--- config.mk ---
export PLATFORM = sky130hd
export DESIGN_NAME = pixel_format_converter
export DESIGN_NICKNAME = d
export VERILOG_FILES = /design/src/hdl/pfc_pkg.sv /design/src/hdl/pixel_format_converter.sv /design/src/hdl/pfc_expand.sv /design/src/hdl/pfc_lum.sv /design/src/hdl/pfc_pack.sv
export SDC_FILE = /design/constraint.sdc
export NUM_CORES = 1
export LEC_CHECK = 0
export BUFFER_PORTS_ARGS = -buffer_cell sky130_fd_sc_hd__buf_4
export CAP_MARGIN = 20
export CORE_MARGIN = 2
export CORE_UTILIZATION = 35
export DETAILED_ROUTE_END_ITERATION = 12
export SLEW_MARGIN = 20
export SYNTH_ARGS = -nofsm -noshare
export SYNTH_HDL_FRONTEND = slang
export SYNTH_SLANG_ARGS = --single-unit
--- constraint.sdc ---
create_clock -name clk -period 9.25 [get_ports clk]
set_input_delay 1.85 -clock clk [delete_from_list [all_inputs] [get_ports clk]]
set_output_delay 1.85 -clock clk [all_outputs]
set_load 0.005 [all_outputs]
--- src/hdl/pfc_pkg.sv ---
// Shared types and constants for the pixel format converter.
// Holds the format codes, the RGBA8 pixel type and the pipeline control type.
// No dependencies.
`default_nettype none

package pfc_pkg;

    // Pixel format codes, as held in the configuration registers.
    typedef enum logic [2:0] {
        FMT_RGBA8   = 3'd0,
        FMT_RGBA4   = 3'd1,
        FMT_RGB5_A1 = 3'd2,
        FMT_RGB565  = 3'd3,
        FMT_LA88    = 3'd4,
        FMT_L8      = 3'd5
    } pfc_format_t;

    // Configuration register indexes.
    localparam logic CFG_SOURCE_FORMAT = 1'b0;
    localparam logic CFG_TARGET_FORMAT = 1'b1;

    // Byte counts of the packed formats.
    localparam logic [2:0] BYTES_FOUR = 3'd4;
    localparam logic [2:0] BYTES_TWO  = 3'd2;
    localparam logic [2:0] BYTES_ONE  = 3'd1;

    // Reciprocal of three for sums below 2048: x / 3 == (x * 683) >> 11.
    localparam logic [9:0] RECIP_THREE = 10'd683;
    localparam int unsigned RECIP_SHIFT = 11;

    // Channel value used where a format carries no alpha.
    localparam logic [7:0] CHAN_FULL = 8'hff;

    typedef struct packed {
        logic [7:0] r;
        logic [7:0] g;
        logic [7:0] b;
        logic [7:0] a;
    } pfc_pixel_t;

    // Control that travels alongside each beat through the pipeline.
    typedef struct packed {
        logic valid;
        logic last;
    } pfc_ctrl_t;

endpackage : pfc_pkg

`default_nettype wire

--- src/hdl/pixel_format_converter.sv ---
// Pixel format converter: a four-stage pipeline that takes one pixel a cycle.
// A pixel is accepted on any cycle with start high (busy is never raised) and its
// result leaves the pack stage with done high for exactly one cycle; the
// receiver cannot stall it. The stages are expand, sum,
// reciprocal multiply for the luminance divide by three, and pack. Formats are
// written through cfg_we, cfg_index and cfg_data. The source format is applied as a
// pixel is accepted and the target format only when it reaches the pack stage, so
// write them only while no pixel is in flight.
// Top level; depends on pfc_pkg, pfc_expand, pfc_lum and pfc_pack.
`default_nettype none

module pixel_format_converter (
    input  wire logic        clk,
    input  wire logic        rst_n,
    input  wire logic        cfg_we,
    input  wire logic        cfg_index,
    input  wire logic [2:0]  cfg_data,
    input  wire logic        start,
    output logic             busy,
    input  wire logic [31:0] src_word,
    input  wire logic        last_in,
    output logic             done,
    output logic [31:0]      dst_word,
    output logic [2:0]       dst_byte_count,
    output logic             last_out
);
    import pfc_pkg::*;

    logic [2:0] source_format_reg;
    logic [2:0] source_format_next;
    logic [2:0] target_format_reg;
    logic [2:0] target_format_next;
    pfc_ctrl_t  ctrl_in;
    pfc_ctrl_t  ctrl_s1;
    pfc_ctrl_t  ctrl_s3;
    pfc_pixel_t px_s1;
    pfc_pixel_t px_s3;
    logic [7:0] lum_s3;

    // The pipeline never stalls, so a beat is taken on every start.
    assign busy    = 1'b0;
    assign ctrl_in = '{valid: start & ~busy, last: last_in};

    // Configuration register writes.
    always_comb
    begin
        source_format_next = source_format_reg;
        target_format_next = target_format_reg;
        if (cfg_we)
        begin
            unique case (cfg_index)
                CFG_SOURCE_FORMAT: source_format_next = cfg_data;
                CFG_TARGET_FORMAT: target_format_next = cfg_data;
                default:           ;
            endcase
        end
    end

    always_ff @(posedge clk or negedge rst_n)
    begin
        if (!rst_n)
        begin
            source_format_reg <= FMT_RGBA8;
            target_format_reg <= FMT_RGBA8;
        end
        else
        begin
            source_format_reg <= source_format_next;
            target_format_reg <= target_format_next;
        end
    end

    pfc_expand u_expand (
        .clk      (clk),
        .rst_n    (rst_n),
        .src_fmt  (source_format_reg),
        .word_in  (src_word),
        .ctrl_in  (ctrl_in),
        .px_out   (px_s1),
        .ctrl_out (ctrl_s1)
    );

    pfc_lum u_lum (
        .clk      (clk),
        .rst_n    (rst_n),
        .px_in    (px_s1),
        .ctrl_in  (ctrl_s1),
        .px_out   (px_s3),
        .ctrl_out (ctrl_s3),
        .lum_out  (lum_s3)
    );

    pfc_pack u_pack (
        .clk       (clk),
        .rst_n     (rst_n),
        .dst_fmt   (target_format_reg),
        .px_in     (px_s3),
        .ctrl_in   (ctrl_s3),
        .lum_in    (lum_s3),
        .valid_out (done),
        .word_out  (dst_word),
        .count_out (dst_byte_count),
        .last_out  (last_out)
    );

`ifndef SYNTHESIS
    // Every result beat comes from a pixel accepted earlier.
    a_done_from_start: assert property (@(posedge clk) disable iff (!rst_n)
        done |-> $past(start, 4))
        else $error("result beat without a matching accepted pixel");

    // The byte count is always one, two or four.
    a_count_legal: assert property (@(posedge clk) disable iff (!rst_n)
        done |-> (dst_byte_count == BYTES_ONE || dst_byte_count == BYTES_TWO ||
                  dst_byte_count == BYTES_FOUR))
        else $error("illegal byte count");

    // Bytes beyond a two-byte result are zero.
    a_two_byte_upper_zero: assert property (@(posedge clk) disable iff (!rst_n)
        (done && dst_byte_count == BYTES_TWO) |-> (dst_word[31:16] == 16'h0))
        else $error("upper bytes of two-byte result not zero");

    // Bytes beyond a one-byte result are zero.
    a_one_byte_upper_zero: assert property (@(posedge clk) disable iff (!rst_n)
        (done && dst_byte_count == BYTES_ONE) |-> (dst_word[31:8] == 24'h0))
        else $error("upper bytes of one-byte result not zero");
`endif

endmodule : pixel_format_converter

`default_nettype wire

--- src/hdl/pfc_expand.sv ---
// First pipeline stage: expands the source word to an RGBA8 pixel.
// Depends on pfc_pkg.
`default_nettype none

module pfc_expand (
    input  wire logic               clk,
    input  wire logic               rst_n,
    input  wire logic [2:0]         src_fmt,
    input  wire logic [31:0]        word_in,
    input  wire pfc_pkg::pfc_ctrl_t ctrl_in,
    output pfc_pkg::pfc_pixel_t     px_out,
    output pfc_pkg::pfc_ctrl_t      ctrl_out
);
    import pfc_pkg::*;

    pfc_pixel_t px_next;
    pfc_pixel_t px_reg;
    pfc_ctrl_t  ctrl_reg;
    logic [15:0] half;

    assign half = word_in[15:0];

    // Narrow channels shift up zero-filled, 1-bit alpha replicates; luminance feeds RGB.
    always_comb
    begin
        unique case (pfc_format_t'(src_fmt))
            FMT_RGBA8:
            begin
                px_next = '{r: word_in[7:0], g: word_in[15:8],
                            b: word_in[23:16], a: word_in[31:24]};
            end
            FMT_RGBA4:
            begin
                px_next = '{r: {half[15:12], 4'b0}, g: {half[11:8], 4'b0},
                            b: {half[7:4], 4'b0}, a: {half[3:0], 4'b0}};
            end
            FMT_RGB5_A1:
            begin
                px_next = '{r: {half[15:11], 3'b0}, g: {half[10:6], 3'b0},
                            b: {half[5:1], 3'b0}, a: {8{half[0]}}};
            end
            FMT_RGB565:
            begin
                px_next = '{r: {half[15:11], 3'b0}, g: {half[10:5], 2'b0},
                            b: {half[4:0], 3'b0}, a: CHAN_FULL};
            end
            FMT_LA88:
            begin
                px_next = '{r: half[7:0], g: half[7:0], b: half[7:0], a: half[15:8]};
            end
            FMT_L8:
            begin
                px_next = '{r: half[7:0], g: half[7:0], b: half[7:0], a: CHAN_FULL};
            end
            default:
            begin
                px_next = '0;
            end
        endcase
    end

    // Payload needs no reset; the valid bit does.
    always_ff @(posedge clk)
    begin
        px_reg <= px_next;
    end

    always_ff @(posedge clk or negedge rst_n)
    begin
        if (!rst_n)
        begin
            ctrl_reg <= '0;
        end
        else
        begin
            ctrl_reg <= ctrl_in;
        end
    end

    assign px_out   = px_reg;
    assign ctrl_out = ctrl_reg;

endmodule : pfc_expand

`default_nettype wire

--- src/hdl/pfc_lum.sv ---
// Second and third pipeline stages: luminance as (R+G+B)/3, rounded down.
// The sum is registered, then divided by a reciprocal multiply. Depends on pfc_pkg.
`default_nettype none

module pfc_lum (
    input  wire logic                clk,
    input  wire logic                rst_n,
    input  wire pfc_pkg::pfc_pixel_t px_in,
    input  wire pfc_pkg::pfc_ctrl_t  ctrl_in,
    output pfc_pkg::pfc_pixel_t      px_out,
    output pfc_pkg::pfc_ctrl_t       ctrl_out,
    output logic [7:0]               lum_out
);
    import pfc_pkg::*;

    logic [9:0]  sum_next;
    logic [9:0]  sum_reg;
    logic [19:0] prod;
    logic [7:0]  lum_next;
    logic [7:0]  lum_reg;
    pfc_pixel_t  px_s2_reg;
    pfc_pixel_t  px_s3_reg;
    pfc_ctrl_t   ctrl_s2_reg;
    pfc_ctrl_t   ctrl_s3_reg;

    // Stage two: add the three colour channels.
    assign sum_next = {2'b0, px_in.r} + {2'b0, px_in.g} + {2'b0, px_in.b};

    // Stage three: divide by three; exact for every sum below 2048.
    assign prod     = sum_reg * RECIP_THREE;
    assign lum_next = prod[RECIP_SHIFT +: 8];

    always_ff @(posedge clk)
    begin
        sum_reg   <= sum_next;
        px_s2_reg <= px_in;
        lum_reg   <= lum_next;
        px_s3_reg <= px_s2_reg;
    end

    always_ff @(posedge clk or negedge rst_n)
    begin
        if (!rst_n)
        begin
            ctrl_s2_reg <= '0;
            ctrl_s3_reg <= '0;
        end
        else
        begin
            ctrl_s2_reg <= ctrl_in;
            ctrl_s3_reg <= ctrl_s2_reg;
        end
    end

    assign px_out   = px_s3_reg;
    assign ctrl_out = ctrl_s3_reg;
    assign lum_out  = lum_reg;

endmodule : pfc_lum

`default_nettype wire

--- src/hdl/pfc_pack.sv ---
// Fourth pipeline stage: packs the RGBA8 pixel into the target format.
// Registers the result beat and its strobe. Depends on pfc_pkg.
`default_nettype none

module pfc_pack (
    input  wire logic                clk,
    input  wire logic                rst_n,
    input  wire logic [2:0]          dst_fmt,
    input  wire pfc_pkg::pfc_pixel_t px_in,
    input  wire pfc_pkg::pfc_ctrl_t  ctrl_in,
    input  wire logic [7:0]          lum_in,
    output logic                     valid_out,
    output logic [31:0]              word_out,
    output logic [2:0]               count_out,
    output logic                     last_out
);
    import pfc_pkg::*;

    logic [31:0] word_next;
    logic [2:0]  count_next;
    logic [31:0] word_reg;
    logic [2:0]  count_reg;
    logic        last_reg;
    logic        valid_reg;

    // Truncate each channel to the target width; unused bytes stay zero.
    always_comb
    begin
        unique case (pfc_format_t'(dst_fmt))
            FMT_RGBA4:
            begin
                word_next  = {16'b0, px_in.r[7:4], px_in.g[7:4], px_in.b[7:4], px_in.a[7:4]};
                count_next = BYTES_TWO;
            end
            FMT_RGB5_A1:
            begin
                word_next  = {16'b0, px_in.r[7:3], px_in.g[7:3], px_in.b[7:3], px_in.a[7]};
                count_next = BYTES_TWO;
            end
            FMT_RGB565:
            begin
                word_next  = {16'b0, px_in.r[7:3], px_in.g[7:2], px_in.b[7:3]};
                count_next = BYTES_TWO;
            end
            FMT_LA88:
            begin
                word_next  = {16'b0, px_in.a, lum_in};
                count_next = BYTES_TWO;
            end
            FMT_L8:
            begin
                word_next  = {24'b0, lum_in};
                count_next = BYTES_ONE;
            end
            default:
            begin
                // RGBA8, and unknown codes which fall back to it.
                word_next  = {px_in.a, px_in.b, px_in.g, px_in.r};
                count_next = BYTES_FOUR;
            end
        endcase
    end

    always_ff @(posedge clk)
    begin
        word_reg  <= word_next;
        count_reg <= count_next;
        last_reg  <= ctrl_in.last;
    end

    always_ff @(posedge clk or negedge rst_n)
    begin
        if (!rst_n)
        begin
            valid_reg <= 1'b0;
        end
        else
        begin
            valid_reg <= ctrl_in.valid;
        end
    end

    assign valid_out = valid_reg;
    assign word_out  = word_reg;
    assign count_out = count_reg;
    assign last_out  = last_reg;

endmodule : pfc_pack

`default_nettype wire

* Yosys cells after proc, flatten, opt, wreduce, memory -nomap -nowiden
Index checks and enable logic that the tools add are counted.
** Storage, ports and cells
- Bits in latches :: 0
- Bits in writable memories :: 0
- Output and inout bits :: 38
- Memories :: 0
- ROM bits :: 0
- Input bits :: 41
- Register bits :: 163
- Logic and storage cells :: 47
** Cells by class
- Add/sub/neg operators :: 2
- Shift operators :: 0
- $mul :: 1
- Bitwise gates (word level) :: 1
- Muxes and demuxes :: 3
- Order comparisons :: 0
- Reductions and logical operators :: 4
- Equal/unequal tests :: 10
- Div/mod/pow operators :: 0
** Operator list (count)
- $pmux W32 S6 :: 1
- $pmux W32 S5 :: 1
- $mul A10 B10 Y19 const B :: 1
- $eq A3 B2 Y1 const B :: 4
- $eq A3 B3 Y1 const B :: 4
- $add A10 B8 Y10 :: 1
- $add A8 B8 Y9 :: 1
- $eq A3 B1 Y1 const B :: 2
- $pmux W3 S2 :: 1
- $reduce_and A2 Y1 :: 2
- $reduce_or A4 Y1 :: 1
- $logic_not A3 Y1 :: 1
- $not A1 Y1 :: 1

* Depth between registers and ports, before layout
- Depth after elaboration :: 3
- Mapped depth :: 15
- Mapped depth without buffers :: 15

* Modules after synthesis
From an unflattened synthesis, not the netlist that was laid out.
** Unflattened totals
- Cell total of the unflattened synthesis :: 645
- Area, all modules :: 7265.7 um^2
** By module, submodules not included
- pfc_lum :: times used 1, sequential area each 1741.7 um^2, area each 3908.7 um^2, cells each 321
- pfc_pack :: times used 1, sequential area each 745.7 um^2, area each 1621.6 um^2, cells each 168
- pfc_expand :: times used 1, sequential area each 690.7 um^2, area each 1475.2 um^2, cells each 140
- pixel_format_converter :: times used 1, sequential area each 150.1 um^2, area each 260.2 um^2, cells each 16

* Least setup slack after synthesis
No wires, ideal clock.
- Path type :: reg-to-reg
- Start :: reg u_lum.sum_reg[5]
- End :: reg u_lum.lum_reg[5] (netlist: u_lum.lum_out[5])
- Path buffers :: 0
- Cell stages (with the launch flop) :: 16
- Library setup time :: 0.095 ns
- Data required time :: 9.155 ns
- Arrival :: 3.841 ns
- Clock period less this slack :: 3.936 ns
- Slack :: 5.314 ns
- Path through :: dfxtp_1 > ha_1 > inv_1 > fa_1 > inv_1 > fa_1 > inv_1 > fa_1 > inv_1 > ha_1 > ha_1 > and3_4 > and4_1 > a221oi_4 > nand4_1 > o311ai_1
** On the way
- Longest elaborated chain between the ends :: 1
** RTL lines
- start, declared :: RTL line pfc_lum.sv:17 : logic [9:0] sum_reg;
- start signal, assigned :: RTL line pfc_lum.sv:35 : sum_reg <= sum_next;
- $mul A10 B10 Y19 :: RTL line pfc_lum.sv:30 : assign prod = sum_reg * RECIP_THREE;
- net u_lum.prod[16] :: RTL line pfc_lum.sv:18 : logic [19:0] prod;
- end signal, assigned :: RTL line pfc_lum.sv:37 : lum_reg <= lum_next;
- end, declared :: RTL line pfc_lum.sv:20 : logic [7:0] lum_reg;
The timed path passes the listed nets, and every way through them passes these cells.
A chain may end at the register's enable or synchronous reset.

* Worst setup path after layout
- Start :: reg u_lum.sum_reg[5]
- End :: reg u_lum.lum_reg[6] (netlist: u_lum.lum_out[6])
The elaborated chain is that of the path after synthesis.

==> impl_metrics.yaml <==
outcome:
  status: "complete, no violations"
sta:
  setup_viol_count_final: 0
  worstMarginPinSlew_ns: 0.924
  slew_headroom_pct: 38.4
  hold_violations: 0
  grt_setup_unrepaired: "no"
  fin_skew_ns: 0.00912
  finalCriticalPeriod_ns: 4.17
  maxSlewViolCount: 0
  fmax_mhz: 240
  final.setup.tns_ns: 0
  finalCritPeriodShare_pct: 45.1
critical_path:
  crit_top_cell: "inv_1"
  r2r_start: "u_lum.sum_reg[5]"
  cp.depth: 15
  critPathMaxStageDelay_ns: 0.53
  crit_required_ns: 9.55
  crit_family: "adder cells"
  critPathKind: "reg2reg"
  reg2regPathDepth: 15
  critPathCaptureType: "flip-flop"
  critPathArrivalTime_ns: 4.47
  slowest_stage: "fa_1"
  r2r_end: "u_lum.lum_out[6]"
  cp_cell_sequence: "ha_1, inv_1, fa_1, inv_1, fa_1, inv_1, fa_1, inv_1, ha_1, ha_1, a21oi_1, o21ai_0, a221oi_1, o21ai_1, xor2_1"
  cp_num_buf_inv: 4
  r2r_setup_slack_ns: 5.08
  path_max_fanout: 5
  start_kind: "flip-flop"
clock_network:
  cts_hold_buf: 0
  clk-insertion-delay-late_ns: 0.41
  cts_root_buffer: "clkbuf_16"
  cts.sink_count: 163
  cts_buffers: 17
  post-cts-setup-buffers: 0
  cts_max_path_buffers: 2
  clk_pin_slew_ns: 0.06
  cts_tree: "built"
  cts.htree.levels: 4
  cts-resized-gates: 0
synthesis:
  synth_warnings: 0
  synth_edf_count: 0
  synthDistinctLibCells: 63
  syn_avg_cell_area_um2: 10.7
  syn_nets: 815
  syn_inst: 677
  ys_seq_area_share_pct: 46.0
  ys_ff_latch: 163
  synth_flop_cell: "dfxtp_1"
  netlist_area_um2: 7240
  postSynth.asyncResetShare_pct: 7.98
min_path:
  hp-class: "reg2reg"
  hold_depth: 0
  hold_start: "u_lum.px_s2_reg[12]"
  whs_endpoint: "u_lum.px_out[12]"
routing:
  wl_met2_mm: 6.61
  viasPerCell: 4.72
  num_vias: 4899
  dr_wl_met3_um: 596
  routed_wl_mm: 15.6
  top_layer: "met4"
  drc: 0
  routedWlPerCell_um: 15.0
  wl_met1_mm: 8.23
  ant_nets: 0
  drtIter0Drc: 253
  first_pass_iters: 5
grt:
  grt_pass1_vias: 4888
  grt_max_degree: 30
  grt_pass1_wl_mm: 25.8
  grt_usage_pct: 14.8
  antenna_found_initial: 0
  grt-ovfl-total: 0
die:
  fp.dieW_um: 148
  boundaryPins: 79
  dieArea_um2: 21900
  initial_utilization_pct: 35.7
  coreArea_um2: 20300
  die_h_um: 148
  num_rows: 52
layout:
  final_common_cell: "dfxtp_1"
  mostFrequentLayoutCells: "150 x dfxtp_1, 78 x buf_4, 74 x ha_1"
  antenna_cells: 0
  syn_to_final_growth_pct: 19.7
  nFillCells: 1971
  nets: 892
  drive_gt1_share_pct: 18.5
placement:
  port_buffers: 77
  place_congestion: 0.853
  dp_hpwl_mm: 12.1
job:
  maxCapViolations: 0
kinds of logic after synthesis:
| group | share of synthesized area (%) |
|---|---|
| compound gates | 13.3 |
| xor+xnor | 2.90 |
| fa+ha+maj | 19.1 |
| buf+inv | 4.42 |
| flops | 46.0 |
| mux | 4.61 |
| other cells | 0.0518 |
| simple gates | 9.54 |
layout make-up:
type / count / area, µm² / area share, %
clock buffer: 22 / 484 / 5.59
clock inverter: 10 / 97.6 / 1.13
inverter: 62 / 233 / 2.68
multi-input combinational: 432 / 3600 / 41.6
sequential: 163 / 3330 / 38.4
tap: 270 / 338 / 3.90
timing repair buffer: 78 / 586 / 6.76
routing by layer:
layer,GRT usage [%],vias to the layer above
li1,-,2502
met1,22.5,2277
met2,21.5,108
met3,2.75,12
met4,4.14,0
met5,0,-
cell usage after synthesis, types with 3 or more instances:
master / number / area share, %
fa_1: 23 / 6.4
mux2_2: 7 / 1.1
o21ai_1: 8 / 0.55
xnor2_1: 20 / 2.4
and2_1: 3 / 0.26
nand3_1: 6 / 0.41
nand4_1: 4 / 0.35
a221oi_1: 6 / 0.73
a21oi_1: 36 / 2.5
a31oi_1: 8 / 0.69
xor2_1: 4 / 0.48
nor2b_1: 24 / 2.1
mux2i_1: 12 / 1.7
dfxtp_1: 150 / 41
nand2b_1: 3 / 0.26
ha_1: 74 / 13
buf_1: 4 / 0.21
clkbuf_1: 8 / 0.41
a22o_1: 8 / 0.97
a21o_1: 4 / 0.41
inv_1: 60 / 3.1
o21bai_1: 4 / 0.41
nor3_1: 6 / 0.41
nor2_1: 37 / 1.9
o41ai_2: 3 / 0.67
nand2_1: 50 / 2.6
o22ai_1: 16 / 1.4
o21ai_0: 20 / 1.4
a22oi_1: 3 / 0.31
a2bb2oi_1: 5 / 0.60
buf_2: 7 / 0.48
mux4_2: 5 / 1.6
dfrtp_1: 13 / 4.5
a211oi_1: 3 / 0.31
and4_1: 3 / 0.36
how the worst max path moves through the flow:
| stage | startpoint | end | slack (ns) |
|---|---|---|---|
| 6_report | u_lum.sum_reg[5] | u_lum.lum_out[6] | 5.08 |
| 5_1_grt | u_lum.sum_reg[5] | u_lum.lum_out[6] | 4.85 |
| 3_3_place_gp | u_lum.sum_reg[5] | u_lum.lum_out[4] | 5.14 |
| 4_1_cts | u_lum.sum_reg[5] | u_lum.lum_out[6] | 5.09 |
| 3_5_place_dp | u_lum.sum_reg[5] | u_lum.lum_out[6] | 5.08 |
| 2_1_floorplan | u_lum.sum_reg[5] | u_lum.lum_out[5] | 5.31 |
stage by stage:
| stage | setup WS, ns | hold slack [ns] | utilization, % | instance area, µm² | cells |
|---|---|---|---|---|---|
| after floorplan | 5.31 | 0.310 | - | 7240 | 677 |
| after global placement | 5.14 | 0.312 | 39.8 | 8080 | 1005 |
| after detailed placement | 5.08 | 0.312 | 39.8 | 8080 | 1005 |
| after CTS | 5.09 | 0.326 | 42.7 | 8660 | 1037 |
| after global routing | 4.85 | 0.329 | 42.7 | 8670 | 1037 |
| final | 5.08 | 0.322 | 42.7 | 8670 | 1037 |
Power is left out: the tool's default activity adds up to more than one toggle a clock period on the data nets, which glitch-free logic cannot reach.
